$ cat config.mk
export PLATFORM = sky130hd
export DESIGN_NAME = cycloid_trot_gait_generator
export DESIGN_NICKNAME = d
export VERILOG_FILES = /design/src/rtl/cgg_pkg.sv /design/src/rtl/cgg_regs.sv /design/src/rtl/cgg_ctrl.sv /design/src/rtl/cgg_dp.sv /design/src/rtl/cycloid_trot_gait_generator.sv
export VERILOG_INCLUDE_DIRS = /design/src /design/src/rtl
export SDC_FILE = /design/constraint.sdc
export NUM_CORES = 2
export LEC_CHECK = 0
export BUFFER_PORTS_ARGS = -buffer_cell sky130_fd_sc_hd__buf_2
export CAP_MARGIN = 20
export CORE_ASPECT_RATIO = 1.75
export CORE_MARGIN = 5
export CORE_UTILIZATION = 50
export CTS_CLUSTER_DIAMETER = 80
export CTS_CLUSTER_SIZE = 25
export DETAILED_ROUTE_END_ITERATION = 10
export PLACE_DENSITY = 0.75
export SYNTH_ARGS = -nofsm -noshare
export SYNTH_HDL_FRONTEND = slang
export SYNTH_SLANG_ARGS = --single-unit
$ cat constraint.sdc
create_clock -name clk -period 13.75 [get_ports clk]
set_clock_uncertainty 0.05 [all_clocks]
set_input_delay 0.6875 -clock clk [delete_from_list [all_inputs] [get_ports clk]]
set_output_delay 0.6875 -clock clk [all_outputs]
set_load 0.01 [all_outputs]
$ cat src/rtl/cycloid_trot_gait_generator_macros.svh
// ----------------------------------------------------------------------------
// Cycloid trot gait generator: assertion macros
// Shared property shorthands, clocked on clk and disabled while arst_n is low.
// ----------------------------------------------------------------------------
`ifndef CYCLOID_TROT_GAIT_GENERATOR_MACROS_SVH
`define CYCLOID_TROT_GAIT_GENERATOR_MACROS_SVH

// Same-cycle implication
`define CGG_ASSERT_IMP(lbl, ante, cons) \
	lbl: assert property (@(posedge clk) disable iff (!arst_n) (ante) |-> (cons)) \
		else $error("cgg: same-cycle check failed");

// Next-cycle implication
`define CGG_ASSERT_NXT(lbl, ante, cons) \
	lbl: assert property (@(posedge clk) disable iff (!arst_n) (ante) |=> (cons)) \
		else $error("cgg: next-cycle check failed");

`endif

$ cat src/rtl/cgg_pkg.sv
// ----------------------------------------------------------------------------
// cgg_pkg
// Register map, datapath micro-operations and shared types of the gait
// generator.
// ----------------------------------------------------------------------------
package cgg_pkg;

	// Register map
	localparam int REG_IDX_W  = 3;
	localparam int REG_DATA_W = 16;
	localparam logic [REG_IDX_W-1:0] REG_GAIT_MODE    = 3'd0;
	localparam logic [REG_IDX_W-1:0] REG_PERIOD_TICKS = 3'd1;
	localparam logic [REG_IDX_W-1:0] REG_SWING_TICKS  = 3'd2;
	localparam logic [REG_IDX_W-1:0] REG_STRIDE_LEN   = 3'd3;
	localparam logic [REG_IDX_W-1:0] REG_LIFT_LEN     = 3'd4;
	localparam logic [REG_IDX_W-1:0] REG_BASE_X       = 3'd5;
	localparam logic [REG_IDX_W-1:0] REG_BASE_Z       = 3'd6;
	localparam logic [REG_IDX_W-1:0] REG_TICK_STEP    = 3'd7;

	// Fixed-point constants (Q16)
	localparam int Q16_ONE           = 65536;
	localparam int INV_DOUBLE_PI_Q16 = 10430;
	localparam int POLY_C3           = 307;
	localparam int POLY_C2           = 5223;
	localparam int POLY_C1           = 42334;
	localparam int POLY_C0           = 102944;

	typedef struct packed {
		logic               gait_mode;
		logic [15:0]        period_ticks;
		logic [15:0]        swing_ticks;
		logic signed [15:0] stride_len;
		logic signed [15:0] lift_len;
		logic signed [15:0] base_x;
		logic signed [15:0] base_z;
		logic [7:0]         tick_step;
	} cfg_t;

	// Datapath micro-operations
	typedef logic [4:0] uop_t;
	localparam uop_t OP_NOP     = 5'd0;
	localparam uop_t OP_LOAD    = 5'd1;
	localparam uop_t OP_DIVP    = 5'd2;
	localparam uop_t OP_PF      = 5'd3;
	localparam uop_t OP_X       = 5'd5;
	localparam uop_t OP_MUL_XX  = 5'd6;
	localparam uop_t OP_X2      = 5'd7;
	localparam uop_t OP_MUL_X2S = 5'd8;
	localparam uop_t OP_S1      = 5'd9;
	localparam uop_t OP_S2      = 5'd10;
	localparam uop_t OP_S3      = 5'd11;
	localparam uop_t OP_MUL_XS  = 5'd12;
	localparam uop_t OP_SIN     = 5'd13;
	localparam uop_t OP_COS     = 5'd14;
	localparam uop_t OP_MUL_SK  = 5'd15;
	localparam uop_t OP_KX      = 5'd16;
	localparam uop_t OP_MUL_WKH = 5'd17;
	localparam uop_t OP_ACC     = 5'd18;
	localparam uop_t OP_MUL_WKL = 5'd19;
	localparam uop_t OP_WK      = 5'd20;
	localparam uop_t OP_MUL_HKZ = 5'd21;
	localparam uop_t OP_HK      = 5'd22;
	localparam uop_t OP_STORE   = 5'd23;
	localparam uop_t OP_PUBLISH = 5'd24;

	typedef logic [5:0] pc_t;
	localparam pc_t PROG_LAST = 6'd32;

	typedef struct packed {
		uop_t op;
	} dp_cmd_t;

	typedef struct packed {
		logic ok;
		logic div_busy;
		logic out_free;
	} dp_stat_t;

	// Micro-program: divide for phase, then sine and cosine, then scaling
	function automatic uop_t prog_uop(input pc_t pc);
		uop_t op;
		unique case (pc)
			6'd0:  op = OP_DIVP;
			6'd1:  op = OP_PF;
			6'd2:  op = OP_X;
			6'd3:  op = OP_MUL_XX;
			6'd4:  op = OP_X2;
			6'd5:  op = OP_MUL_X2S;
			6'd6:  op = OP_S1;
			6'd7:  op = OP_MUL_X2S;
			6'd8:  op = OP_S2;
			6'd9:  op = OP_MUL_X2S;
			6'd10: op = OP_S3;
			6'd11: op = OP_MUL_XS;
			6'd12: op = OP_SIN;
			6'd13: op = OP_X;
			6'd14: op = OP_MUL_XX;
			6'd15: op = OP_X2;
			6'd16: op = OP_MUL_X2S;
			6'd17: op = OP_S1;
			6'd18: op = OP_MUL_X2S;
			6'd19: op = OP_S2;
			6'd20: op = OP_MUL_X2S;
			6'd21: op = OP_S3;
			6'd22: op = OP_MUL_XS;
			6'd23: op = OP_COS;
			6'd24: op = OP_MUL_SK;
			6'd25: op = OP_KX;
			6'd26: op = OP_MUL_WKH;
			6'd27: op = OP_ACC;
			6'd28: op = OP_MUL_WKL;
			6'd29: op = OP_WK;
			6'd30: op = OP_MUL_HKZ;
			6'd31: op = OP_HK;
			6'd32: op = OP_STORE;
			default: op = OP_NOP;
		endcase
		return op;
	endfunction

endpackage

$ cat src/rtl/cgg_regs.sv
// ----------------------------------------------------------------------------
// cgg_regs
// Configuration register file, written through a plain write port.
// ----------------------------------------------------------------------------
module cgg_regs (
	input  logic                           clk,
	input  logic                           arst_n,
	input  logic                           wr_en,
	input  logic [cgg_pkg::REG_IDX_W-1:0]  wr_index,
	input  logic [cgg_pkg::REG_DATA_W-1:0] wr_data,
	output cgg_pkg::cfg_t                  cfg
);
	import cgg_pkg::*;

	cfg_t cfg_q;

	// Write the addressed register
	always_ff @(posedge clk or negedge arst_n) begin
		if (!arst_n) begin
			cfg_q.gait_mode    <= 1'b1;
			cfg_q.period_ticks <= 16'd1000;
			cfg_q.swing_ticks  <= 16'd500;
			cfg_q.stride_len   <= '0;
			cfg_q.lift_len     <= '0;
			cfg_q.base_x       <= '0;
			cfg_q.base_z       <= '0;
			cfg_q.tick_step    <= 8'd1;
		end else if (wr_en) begin
			unique case (wr_index)
				REG_GAIT_MODE:    cfg_q.gait_mode    <= wr_data[0];
				REG_PERIOD_TICKS: cfg_q.period_ticks <= wr_data;
				REG_SWING_TICKS:  cfg_q.swing_ticks  <= wr_data;
				REG_STRIDE_LEN:   cfg_q.stride_len   <= $signed(wr_data);
				REG_LIFT_LEN:     cfg_q.lift_len     <= $signed(wr_data);
				REG_BASE_X:       cfg_q.base_x       <= $signed(wr_data);
				REG_BASE_Z:       cfg_q.base_z       <= $signed(wr_data);
				REG_TICK_STEP:    cfg_q.tick_step    <= wr_data[7:0];
				default: ;
			endcase
		end
	end

	assign cfg = cfg_q;

endmodule

$ cat src/rtl/cgg_ctrl.sv
// ----------------------------------------------------------------------------
// cgg_ctrl
// Sequencer: accepts a tick item, runs the datapath micro-program for an
// in-range tick and hands the result to the output register.
// ----------------------------------------------------------------------------
module cgg_ctrl (
	input  logic               clk,
	input  logic               arst_n,
	input  logic               in_valid,
	output logic               in_stall,
	output cgg_pkg::dp_cmd_t   cmd,
	input  cgg_pkg::dp_stat_t  stat
);
	import cgg_pkg::*;

	localparam logic [2:0] S_IDLE  = 3'd0;
	localparam logic [2:0] S_CHECK = 3'd1;
	localparam logic [2:0] S_RUN   = 3'd2;
	localparam logic [2:0] S_WAIT  = 3'd3;
	localparam logic [2:0] S_FIN   = 3'd4;

	logic [2:0] state_q, state_d;
	pc_t        pc_q, pc_d;
	uop_t       cur_op;

	assign cur_op = prog_uop(pc_q);

	// Next state and command
	always_comb begin
		state_d = state_q;
		pc_d    = pc_q;
		cmd.op  = OP_NOP;
		unique case (state_q)
			S_IDLE: begin
				if (in_valid) begin
					cmd.op  = OP_LOAD;
					state_d = S_CHECK;
				end
			end
			S_CHECK: begin
				pc_d    = '0;
				state_d = stat.ok ? S_RUN : S_FIN;
			end
			S_RUN: begin
				cmd.op = cur_op;
				pc_d   = pc_q + 6'd1;
				if (pc_q == PROG_LAST)
					state_d = S_FIN;
				else if (cur_op == OP_DIVP)
					state_d = S_WAIT;
			end
			S_WAIT: begin
				if (!stat.div_busy)
					state_d = S_RUN;
			end
			S_FIN: begin
				if (stat.out_free) begin
					cmd.op  = OP_PUBLISH;
					state_d = S_IDLE;
				end
			end
			default: state_d = S_IDLE;
		endcase
	end

	// Hold state and program counter
	always_ff @(posedge clk or negedge arst_n) begin
		if (!arst_n) begin
			state_q <= S_IDLE;
			pc_q    <= '0;
		end else begin
			state_q <= state_d;
			pc_q    <= pc_d;
		end
	end

	assign in_stall = (state_q != S_IDLE);

endmodule

$ cat src/rtl/cgg_dp.sv
// ----------------------------------------------------------------------------
// cgg_dp
// Datapath: phase counter, bit-serial divider, shared multiplier with its
// post-processing, held coordinates and the output register.
// ----------------------------------------------------------------------------
module cgg_dp #(
	parameter int TIME_BITS        = 16,
	parameter int COORD_BITS       = 16,
	parameter int SINE_TABLE_DEPTH = 256
) (
	input  logic                clk,
	input  logic                arst_n,
	input  cgg_pkg::cfg_t       cfg,
	input  logic                restart,
	input  cgg_pkg::dp_cmd_t    cmd,
	output cgg_pkg::dp_stat_t   stat,
	input  logic                out_stall,
	output logic                out_valid,
	output logic signed [15:0]  right_front_x,
	output logic signed [15:0]  right_front_z,
	output logic signed [15:0]  right_back_x,
	output logic signed [15:0]  right_back_z,
	output logic signed [15:0]  left_front_x,
	output logic signed [15:0]  left_front_z,
	output logic signed [15:0]  left_back_x,
	output logic signed [15:0]  left_back_z,
	output logic                cycle_running,
	output logic                in_range
);
	import cgg_pkg::*;

	localparam int PFW  = TIME_BITS + 16;
	localparam int ANGW = $clog2(SINE_TABLE_DEPTH);
	localparam int DIVW = PFW;
	localparam int DCW  = $clog2(DIVW + 1);
	localparam int KXW  = PFW + 2;
	localparam int KHW  = KXW - 16;
	localparam int MB   = (KHW > 18) ? KHW : 18;
	localparam int PRW  = 18 + MB;
	localparam int ACCW = PRW + 17;
	localparam int WKW  = ACCW - 16;
	localparam int CW   = WKW + 2;
	localparam int TCW  = (TIME_BITS > 16) ? TIME_BITS + 1 : 17;
	localparam int QTR  = SINE_TABLE_DEPTH / 4;

	localparam logic [ANGW+1:0] ANG_D1 = (ANGW+2)'(SINE_TABLE_DEPTH);
	localparam logic [ANGW+1:0] ANG_D2 = (ANGW+2)'(2 * SINE_TABLE_DEPTH);
	localparam logic [ANGW+1:0] ANG_D3 = (ANGW+2)'(3 * SINE_TABLE_DEPTH);
	localparam logic signed [CW-1:0] SAT_HI =
		CW'((64'sd1 <<< (COORD_BITS - 1)) - 64'sd1);
	localparam logic signed [CW-1:0] SAT_LO = -SAT_HI - CW'(1);
	localparam logic [63:0] PF_CLAMP = 64'd1 << 47;

	// Control state
	logic [TIME_BITS-1:0]         phase_q;
	logic                         ok_q, second_q, running_q;
	logic [DCW-1:0]               dcnt_q;
	logic                         out_valid_q;
	logic signed [COORD_BITS-1:0] held_q [8];

	// Payload registers
	logic [TIME_BITS-1:0]    dt_q;
	logic [DIVW-1:0]         dvd_q;
	logic [15:0]             dvs_q;
	logic [15:0]             rem_q;
	logic [PFW-1:0]          pf_q;
	logic [ANGW-1:0]         cidx_q, r_q;
	logic [1:0]              quad_q;
	logic [16:0]             x_q, x2_q, s_q, kz_q;
	logic signed [17:0]      sin_q, hk_q;
	logic signed [PRW-1:0]   prod_q;
	logic signed [KXW-1:0]   kx_q;
	logic signed [ACCW-1:0]  acc_q;
	logic signed [WKW-1:0]   wk_q;
	logic signed [15:0]      out_q [8];
	logic                    out_run_q, out_rng_q;

	function automatic logic signed [COORD_BITS-1:0] sat(input logic signed [CW-1:0] v);
		logic signed [CW-1:0] c;
		c = (v > SAT_HI) ? SAT_HI : ((v < SAT_LO) ? SAT_LO : v);
		return COORD_BITS'(c);
	endfunction

	// Range check for the tick (after an optional restart)
	logic [15:0]          sw_c;
	logic [TIME_BITS-1:0] t_c;
	logic                 le_c, ok_c;
	logic [TCW-1:0]       dtw_c;

	assign sw_c  = (cfg.swing_ticks == 16'd0) ? 16'd1 : cfg.swing_ticks;
	assign t_c   = restart ? '0 : phase_q;
	assign le_c  = TCW'(t_c) <= TCW'(sw_c);
	assign ok_c  = le_c || (cfg.gait_mode && (TCW'(t_c) < TCW'(cfg.period_ticks)));
	assign dtw_c = le_c ? TCW'(t_c) : TCW'(t_c) - TCW'(sw_c);

	// Divider step: one quotient bit a cycle
	logic [16:0] rem_sh;
	logic        q_bit;
	assign rem_sh = {rem_q, dvd_q[DIVW-1]};
	assign q_bit  = rem_sh >= {1'b0, dvs_q};

	// Angle index, its quarter-turn shift and quadrant split
	logic [ANGW-1:0]  idx_c, ang_c, r_c;
	logic [ANGW:0]    csum_c;
	logic [ANGW+1:0]  q4_c;
	logic [1:0]       quad_c;

	assign idx_c  = ANGW'((32'(dvd_q[15:0]) * 32'(SINE_TABLE_DEPTH)) >> 16);
	assign csum_c = (ANGW+1)'(idx_c) + (ANGW+1)'(QTR);
	assign ang_c  = (cmd.op == OP_PF) ? idx_c : cidx_q;
	assign q4_c   = {ang_c, 2'b00};

	always_comb begin
		priority if (q4_c >= ANG_D3) begin
			quad_c = 2'd3;
			r_c    = ANGW'(q4_c - ANG_D3);
		end else if (q4_c >= ANG_D2) begin
			quad_c = 2'd2;
			r_c    = ANGW'(q4_c - ANG_D2);
		end else if (q4_c >= ANG_D1) begin
			quad_c = 2'd1;
			r_c    = ANGW'(q4_c - ANG_D1);
		end else begin
			quad_c = 2'd0;
			r_c    = ANGW'(q4_c);
		end
	end

	// Shared multiplier operand selection
	logic signed [17:0]    mul_a;
	logic signed [MB-1:0]  mul_b;
	logic signed [PRW-1:0] mul_c;

	always_comb begin
		mul_a = '0;
		mul_b = '0;
		unique case (cmd.op)
			OP_MUL_XX: begin
				mul_a = $signed(18'(x_q));
				mul_b = $signed(MB'(x_q));
			end
			OP_MUL_X2S: begin
				mul_a = $signed(18'(x2_q));
				mul_b = $signed(MB'(s_q));
			end
			OP_MUL_XS: begin
				mul_a = $signed(18'(x_q));
				mul_b = $signed(MB'(s_q));
			end
			OP_MUL_SK: begin
				mul_a = sin_q;
				mul_b = $signed(MB'(INV_DOUBLE_PI_Q16));
			end
			OP_MUL_WKH: begin
				mul_a = 18'(cfg.stride_len);
				mul_b = MB'(kx_q >>> 16);
			end
			OP_MUL_WKL: begin
				mul_a = 18'(cfg.stride_len);
				mul_b = $signed(MB'(kx_q[15:0]));
			end
			OP_MUL_HKZ: begin
				mul_a = 18'(cfg.lift_len);
				mul_b = $signed(MB'(kz_q));
			end
			default: ;
		endcase
	end

	assign mul_c = mul_a * mul_b;

	// Post-processing of the registered product
	logic signed [PRW-1:0]  prod_sh;
	logic signed [PRW-1:0]  trig_mag;
	logic signed [17:0]     trig_c;
	logic signed [18:0]     kz_w;
	logic [63:0]            pf64, pcl;
	logic signed [PRW:0]    rsk_c;
	logic signed [ACCW-1:0] wsum_c;
	logic [16:0]            xq_c;

	assign prod_sh  = prod_q >>> 16;
	assign trig_mag = (prod_sh > PRW'(Q16_ONE)) ? PRW'(Q16_ONE) : prod_sh;
	assign trig_c   = (quad_q >= 2'd2) ? -18'(trig_mag) : 18'(trig_mag);
	assign kz_w     = (19'sd65536 - 19'(trig_c)) >>> 1;
	assign pf64     = 64'(pf_q);
	assign pcl      = (pf64 > PF_CLAMP) ? PF_CLAMP : pf64;
	assign rsk_c    = ((PRW+1)'(prod_q) + (PRW+1)'(32768)) >>> 16;
	assign wsum_c   = acc_q + ACCW'(prod_q);
	// Quarter-turn fraction: the table depth is a power of two, so shift
	assign xq_c     = 17'({r_q, 16'h0000} >> ANGW);

	// Coordinates for the store step
	logic signed [CW-1:0] bx_c, bz_c, w_c, wk_c, hk_c;
	logic signed [CW-1:0] sx_c, sz_c, px_c, pz_c;
	logic signed [COORD_BITS-1:0] sxs, szs, pxs, pzs, bxs, bzs;
	logic [TIME_BITS-1:0] nt_c;
	logic                 wrap_c;

	assign bx_c = CW'(cfg.base_x);
	assign bz_c = CW'(cfg.base_z);
	assign w_c  = CW'(cfg.stride_len);
	assign wk_c = CW'(wk_q);
	assign hk_c = CW'(hk_q);
	assign sx_c = second_q ? bx_c - (w_c - wk_c) : bx_c - wk_c;
	assign sz_c = second_q ? bz_c : bz_c - hk_c;
	assign px_c = second_q ? bx_c - wk_c : bx_c - (w_c - wk_c);
	assign pz_c = second_q ? bz_c - hk_c : bz_c;
	assign sxs  = sat(sx_c);
	assign szs  = sat(sz_c);
	assign pxs  = sat(px_c);
	assign pzs  = sat(pz_c);
	assign bxs  = sat(bx_c);
	assign bzs  = sat(bz_c);
	assign nt_c = phase_q + TIME_BITS'(cfg.tick_step);
	assign wrap_c = TCW'(nt_c) >= (cfg.gait_mode ? TCW'(cfg.period_ticks) : TCW'(sw_c));

	// Control state: counter, flags, divider count, held coordinates, output valid
	always_ff @(posedge clk or negedge arst_n) begin
		if (!arst_n) begin
			phase_q     <= '0;
			ok_q        <= 1'b0;
			second_q    <= 1'b0;
			running_q   <= 1'b0;
			dcnt_q      <= '0;
			out_valid_q <= 1'b0;
			for (int i = 0; i < 8; i++)
				held_q[i] <= '0;
		end else begin
			if (dcnt_q != '0)
				dcnt_q <= dcnt_q - DCW'(1);
			unique case (cmd.op)
				OP_LOAD: begin
					phase_q   <= t_c;
					ok_q      <= ok_c;
					second_q  <= !le_c;
					running_q <= 1'b0;
				end
				OP_DIVP: dcnt_q <= DCW'(DIVW);
				OP_STORE: begin
					phase_q   <= wrap_c ? '0 : nt_c;
					running_q <= !wrap_c;
					if (cfg.gait_mode) begin
						held_q[0] <= sxs; held_q[1] <= szs;
						held_q[2] <= pxs; held_q[3] <= pzs;
						held_q[4] <= pxs; held_q[5] <= pzs;
						held_q[6] <= sxs; held_q[7] <= szs;
					end else begin
						held_q[0] <= bxs; held_q[1] <= bzs;
						held_q[2] <= sxs; held_q[3] <= szs;
						held_q[4] <= sxs; held_q[5] <= szs;
						held_q[6] <= bxs; held_q[7] <= bzs;
					end
				end
				default: ;
			endcase
			// Drop the result once taken, load a new one when published
			if (cmd.op == OP_PUBLISH)
				out_valid_q <= 1'b1;
			else if (!out_stall)
				out_valid_q <= 1'b0;
		end
	end

	// Payload: divider, trig and scaling registers, output register
	always_ff @(posedge clk) begin
		if (dcnt_q != '0) begin
			rem_q <= q_bit ? 16'(rem_sh - {1'b0, dvs_q}) : rem_sh[15:0];
			dvd_q <= {dvd_q[DIVW-2:0], q_bit};
		end
		unique case (cmd.op)
			OP_LOAD: dt_q <= TIME_BITS'(dtw_c);
			OP_DIVP: begin
				dvd_q <= DIVW'({dt_q, 16'h0000});
				dvs_q <= sw_c;
				rem_q <= '0;
			end
			OP_PF: begin
				pf_q   <= dvd_q[PFW-1:0];
				cidx_q <= (csum_c >= (ANGW+1)'(SINE_TABLE_DEPTH)) ?
					ANGW'(csum_c - (ANGW+1)'(SINE_TABLE_DEPTH)) : ANGW'(csum_c);
				quad_q <= quad_c;
				r_q    <= r_c;
			end
			OP_X: x_q <= quad_q[0] ? 17'(Q16_ONE) - xq_c : xq_c;
			OP_MUL_XX, OP_MUL_X2S, OP_MUL_XS, OP_MUL_SK,
			OP_MUL_WKH, OP_MUL_WKL, OP_MUL_HKZ: prod_q <= mul_c;
			OP_X2: begin
				x2_q <= 17'(prod_sh);
				s_q  <= 17'(POLY_C3);
			end
			OP_S1: s_q <= 17'(POLY_C2) - 17'(prod_sh);
			OP_S2: s_q <= 17'(POLY_C1) - 17'(prod_sh);
			OP_S3: s_q <= 17'(POLY_C0) - 17'(prod_sh);
			OP_SIN: begin
				sin_q  <= trig_c;
				quad_q <= quad_c;
				r_q    <= r_c;
			end
			OP_COS: kz_q <= 17'(kz_w);
			OP_KX:  kx_q <= $signed(KXW'(pcl)) - KXW'(rsk_c);
			OP_ACC: acc_q <= ACCW'(prod_q) <<< 16;
			OP_WK:  wk_q <= WKW'((wsum_c + ACCW'(32768)) >>> 16);
			OP_HK:  hk_q <= 18'(rsk_c);
			OP_PUBLISH: begin
				for (int i = 0; i < 8; i++)
					out_q[i] <= 16'(held_q[i]);
				out_run_q <= running_q;
				out_rng_q <= ok_q;
			end
			default: ;
		endcase
	end

	assign stat.ok       = ok_q;
	assign stat.div_busy = (dcnt_q != '0);
	assign stat.out_free = !out_valid_q || !out_stall;

	assign out_valid     = out_valid_q;
	assign right_front_x = out_q[0];
	assign right_front_z = out_q[1];
	assign right_back_x  = out_q[2];
	assign right_back_z  = out_q[3];
	assign left_front_x  = out_q[4];
	assign left_front_z  = out_q[5];
	assign left_back_x   = out_q[6];
	assign left_back_z   = out_q[7];
	assign cycle_running = out_run_q;
	assign in_range      = out_rng_q;

endmodule

$ cat src/rtl/cycloid_trot_gait_generator.sv
// ----------------------------------------------------------------------------
// cycloid_trot_gait_generator
// Four-leg cycloid foot trajectory generator for start and trot gaits.
// ----------------------------------------------------------------------------
// Usage:
//   Each item on the input channel (in_valid / in_stall, field restart) is one
//   control tick. It yields exactly one result item on the output channel
//   (out_valid / out_stall): eight Q8.8 foot coordinates plus cycle_running
//   and in_range.
//   Registers are written through wr_en / wr_index / wr_data while idle.
//   Keeping to that is up to the user; the block itself does not enforce it.
//   One item is in work at a time. The phase fraction comes from a bit-serial
//   divider with a DIVW-bit dividend, DIVW being TIME_BITS + 16, and every
//   product of the shared multiplier is registered before it is post-processed.
//   An out-of-range tick skips the micro-program and goes straight to its
//   result. The next tick is taken in the cycle after a result is published,
//   so a new tick is accepted only once the last one has been handed on.
//   The output register holds a finished result while the receiver stalls;
//   the next tick is accepted and computed meanwhile and waits to publish.
//   Reset restores the register defaults, clears the phase counter and the
//   held coordinates, and leaves the output channel empty.
// ----------------------------------------------------------------------------
`include "cycloid_trot_gait_generator_macros.svh"

module cycloid_trot_gait_generator #(
	parameter int TIME_BITS        = 16,
	parameter int COORD_BITS       = 16,
	parameter int SINE_TABLE_DEPTH = 256
) (
	input  logic                           clk,
	input  logic                           arst_n,
	input  logic                           wr_en,
	input  logic [cgg_pkg::REG_IDX_W-1:0]  wr_index,
	input  logic [cgg_pkg::REG_DATA_W-1:0] wr_data,
	input  logic                           in_valid,
	output logic                           in_stall,
	input  logic                           restart,
	output logic                           out_valid,
	input  logic                           out_stall,
	output logic signed [15:0]             right_front_x,
	output logic signed [15:0]             right_front_z,
	output logic signed [15:0]             right_back_x,
	output logic signed [15:0]             right_back_z,
	output logic signed [15:0]             left_front_x,
	output logic signed [15:0]             left_front_z,
	output logic signed [15:0]             left_back_x,
	output logic signed [15:0]             left_back_z,
	output logic                           cycle_running,
	output logic                           in_range
);
	import cgg_pkg::*;

	cfg_t     cfg;
	dp_cmd_t  cmd;
	dp_stat_t stat;

	cgg_regs u_regs (
		.clk      (clk),
		.arst_n   (arst_n),
		.wr_en    (wr_en),
		.wr_index (wr_index),
		.wr_data  (wr_data),
		.cfg      (cfg)
	);

	cgg_ctrl u_ctrl (
		.clk      (clk),
		.arst_n   (arst_n),
		.in_valid (in_valid),
		.in_stall (in_stall),
		.cmd      (cmd),
		.stat     (stat)
	);

	cgg_dp #(
		.TIME_BITS        (TIME_BITS),
		.COORD_BITS       (COORD_BITS),
		.SINE_TABLE_DEPTH (SINE_TABLE_DEPTH)
	) u_dp (
		.clk           (clk),
		.arst_n        (arst_n),
		.cfg           (cfg),
		.restart       (restart),
		.cmd           (cmd),
		.stat          (stat),
		.out_stall     (out_stall),
		.out_valid     (out_valid),
		.right_front_x (right_front_x),
		.right_front_z (right_front_z),
		.right_back_x  (right_back_x),
		.right_back_z  (right_back_z),
		.left_front_x  (left_front_x),
		.left_front_z  (left_front_z),
		.left_back_x   (left_back_x),
		.left_back_z   (left_back_z),
		.cycle_running (cycle_running),
		.in_range      (in_range)
	);

	// An accepted tick keeps the input side closed for the next cycle
	`CGG_ASSERT_NXT(a_accept_busy, in_valid && !in_stall, in_stall)
	// A held (out-of-range) result never reports a running cycle
	`CGG_ASSERT_IMP(a_held_not_running, out_valid && !in_range, !cycle_running)
	// The divider is quiet whenever the block is open for a tick
	`CGG_ASSERT_IMP(a_idle_div_quiet, !in_stall, !stat.div_busy)
	// A publish always presents a result on the next cycle
	`CGG_ASSERT_NXT(a_publish_shows, cmd.op == OP_PUBLISH, out_valid)

endmodule

==> impl_metrics.csv <==
group,metric,value,unit
sta,post-route-period-util,81.2,%
job,cap_violations,0,
setup_path,rr_worst_depth,34,
clock_network,cts.repair.resized,0,
min_path,endpoint_with_the_worst_hold_slack,"u_dp.out_valid$_DFFE_PN0P_",
yosys,netlist_area,0.0524,mm2
yosys,postSynthNetCount,6281,
sta,achievable-frequency,89.6,MHz
final_layout,post_route_cell_area,0.0553,mm2
placement,placed_cells,6846,
yosys,synth_cell_type_count,94,
setup_path,cp.buffers_inverters,4,
setup_path,regToRegEndpoint,"u_dp.prod_q[34]$_DFFE_PP_",
yosys,yosysMostFrequentCell,"inv_1",
final_layout,postLayoutCoreUtil,53.0,%
clock_network,clock_insertion_delay_worst_skew,0.67,ns
yosys,yosysTopAreaCellShare,22.5,%
yosys,synth.area.top_cells,"edfxtp_1 23%, fa_1 14%, dfrtp_1 9.1%, ha_1 8.4%, inv_1 5.4%",
final_layout,layoutNonFillerInstCount,6910,
final_layout,final_net_count,6282,
yosys,synth_edf_count,393,
route,detailedRoute.firstIterationViolations,2728,
grt,grt_pass1_vias,41900,
floorplanning,die-width,255,um
run_status,outcome,"finished clean",
final_layout,regArea,0.0176,mm2
clock_network,clock_sinks,629,
clock_network,clk_pin_slew,0.10,ns
yosys,mean_cell_area_of_the_mapped_netlist,9.47,um2
floorplanning,die_height,438,um
sta,timing_worst_slew_pin_value,1.23,ns
route,drc_errors,0,
setup_path,path_max_fanout,14,
floorplanning,core.rowCount,157,
route,drt_pass1_iterations,6,
floorplanning,floorplan.initialDensity,50.2,%
yosys,yosysSeqAreaShare,33.5,%
route,wirelength,150000,um
route,ant_nets,0,
min_path,hp-start,"out_stall",
grt,grt_max_degree,86,
final_layout,synthToLayoutAreaGrowth,5.56,%
setup_path,crit_path_frequent_cell,"fa_1",
sta,final-max-slew-violation-count,0,
floorplanning,fp.dieArea,0.112,mm2
placement,dpl-instance-area,0.0543,mm2
sta,rsz_0062_raised_after_global_routing,"no",
sta,min_period,11.16,ns
min_path,hold_path_depth,3,
clock_network,cts_inserted_buffers,31,
setup_path,r2r_start,"u_ctrl.pc_q[0]$_DFFE_PN0P_",
sta,postLayoutSetupSlackWorst,2.59,ns
placement,gpl.final_weighted_congestion,1.02,
sta,relSlewSlack,17.9,%
clock_network,clockRootBuffer,"clkbuf_16",
clock_network,clock_tree_from_tritoncts,"built",
sta,finalSetupViolCount,0,
yosys,synth_flop_cell,"edfxtp_1",
floorplanning,io-pin-count,157,
route,routed_vias_inst,5.95,
setup_path,worst_setup_path_start_kind,"flop",
setup_path,crit_start,"u_ctrl.pc_q[0]$_DFFE_PN0P_",
setup_path,end_kind,"flop",
clock_network,cts-root-to-sink-buffers,3,
grt,grt_overflow,0,
setup_path,critical_path_class,"reg -> reg",
grt,groute.usage.overall,26.7,%
final_layout,fillCellCount,9167,
pwr,p_leak,24.4,nW
clock_network,cts-htree-levels,1,
yosys,ys_async_sr_fraction,32.4,%
pwr,pwr_density_cell,143,mW/mm2
yosys,ys_top_cells_by_count,"752 x inv_1, 538 x nand2_1, 437 x nor2_1",
route,vias,41100,
grt,grt_first_pass_wirelength,234000,um
yosys,synth_top_cell_by_area,"edfxtp_1",
final_layout,layout-drive-gt1-share,8.39,%
setup_path,critPathTopFamily,"adder cells",
pwr,ir_drop,0.116,mV
setup_path,crit_required,14.13,ns
setup_path,max_stage_delay,0.78,ns
setup_path,timing.critical_path.depth,34,
yosys,synth.ff_latch_count,629,
sta,setup_tns,0,ns
setup_path,cpMaxStageDelayCell,"nor2_1",
floorplanning,standard_cell_core_area,0.104,mm2
placement,portBuffers,156,
yosys,synth_warnings,0,
route,post_drt_wl_per_cell,21.8,um
sta,finalHoldViolations,0,
min_path,min-delay-path-class,"in -> reg",
final_layout,multi_input_comb_area,0.0308,mm2
grt,antenna_violations_before_repair,2,
placement,pre_cts_slack,2.71,ns
setup_path,critPathArrivalTime,11.54,ns
placement,hpwl,120000,um
yosys,postSynthCellCount,5530,
setup_path,ff2ff_setup_slack,2.59,ns
-- stage by stage --
| stage | hold WS [ns] | power (W) |
|---|---|---|
| 2_1_floorplan | 0.342 | 0.00555 |
| 3_3_place_gp | 0.353 | 0.00665 |
| 3_5_place_dp | 0.356 | 0.00673 |
| 4_1_cts | 0.269 | 0.00783 |
| 5_1_grt | 0.295 | 0.00841 |
| 6_report | 0.302 | 0.00790 |
-- state kept, by name (all words and copies together), names as in the netlist, 6 cells and up --
register and cells:
u_regs.cfg 105, u_dp.held_q 64, u_dp.out_q 64, u_dp.wk_q 37, u_dp.acc_q 36, u_dp.prod_q 36, u_dp.kx_q 34, u_dp.dvd_q 32
u_dp.pf_q 26, u_dp.hk_q 18, u_dp.sin_q 18, u_dp.kz_q 17, u_dp.s_q 17, u_dp.x2_q 17, u_dp.dt_q 16, u_dp.dvs_q 16
u_dp.phase_q 16, u_dp.rem_q 16, u_dp.cidx_q 8, u_dp.x_q 7, u_ctrl.pc_q 6, u_dp.dcnt_q 6, u_dp.r_q 6
-- cell usage in the layout, fill, tap and decap left out, types with 58 or more instances in the layout --
cell type	instances
mux2_2	96
edfxtp_1	393
a21oi_1	334
nor3_1	85
xor2_1	80
a21o_1	103
nor2_1	430
o21ai_0	279
nand2_1	538
nand3_1	79
dfrtp_1	189
inv_1	752
nor2b_1	58
ha_1	352
buf_2	155
nand2b_1	69
fa_1	374
buf_4	88
xnor2_1	179
-- how the worst max path moves through the flow --
stage          slack [ns]                         to
2_1_floorplan        2.29  u_dp.prod_q[34]$_DFFE_PP_
3_3_place_gp         2.94  u_dp.prod_q[34]$_DFFE_PP_
3_5_place_dp         2.71  u_dp.prod_q[34]$_DFFE_PP_
4_1_cts              2.70  u_dp.prod_q[34]$_DFFE_PP_
5_1_grt              1.85  u_dp.prod_q[34]$_DFFE_PP_
6_report             2.59  u_dp.prod_q[34]$_DFFE_PP_
-- cell families after synthesis --
family,Yosys count,share of synthesized area [%]
multiplexers,152,3.14
adder cells (fa/ha/maj),726,22.7
buffers and inverters,1032,7.94
flip-flops,629,33.5
AO/OA/AOI/OAI,1230,15.2
XOR/XNOR,260,4.36
AND/OR/NAND/NOR,1501,13.1
-- cell type report --
class / instances / share of cell area [%]
Clock buffer: 51 / 1.54
Tap cell: 1351 / 3.06
Multi-Input combinational cell: 3869 / 55.6
Inverter: 755 / 5.13
Sequential cell: 629 / 31.8
Clock inverter: 7 / 0.192
Antenna cell: 3 / 0.0136
Timing Repair Buffer: 245 / 2.64
-- tightest hold or removal path: cells and delay by family --
kind	cells	cell delay [ns]
and+or+nand+nor	2	0.15
buffers and inverters	1	0.15
-- power breakdown --
group / internal [W] / total (W) / leakage (nW) / switching, W
Clock: 0.000443 / 0.00109 / 0.457 / 0.000650
Sequential: 0.00236 / 0.00262 / 6.43 / 0.000258
Combinational: 0.00152 / 0.00419 / 17.5 / 0.00267
-- timing repair --
item,CTS,global route
setup buffers,0,0
endpoints found under the setup margin,0,0
hold endpoints to repair,50,0
hold buffers,1,0
-- metal layers --
layer	wire [um]	global-route usage, %
met3	8470	2.60
met5	0	0
met1	53000	29.7
met2	75700	47.6
met4	13100	18.1
(Power assumes the default switching activity.)
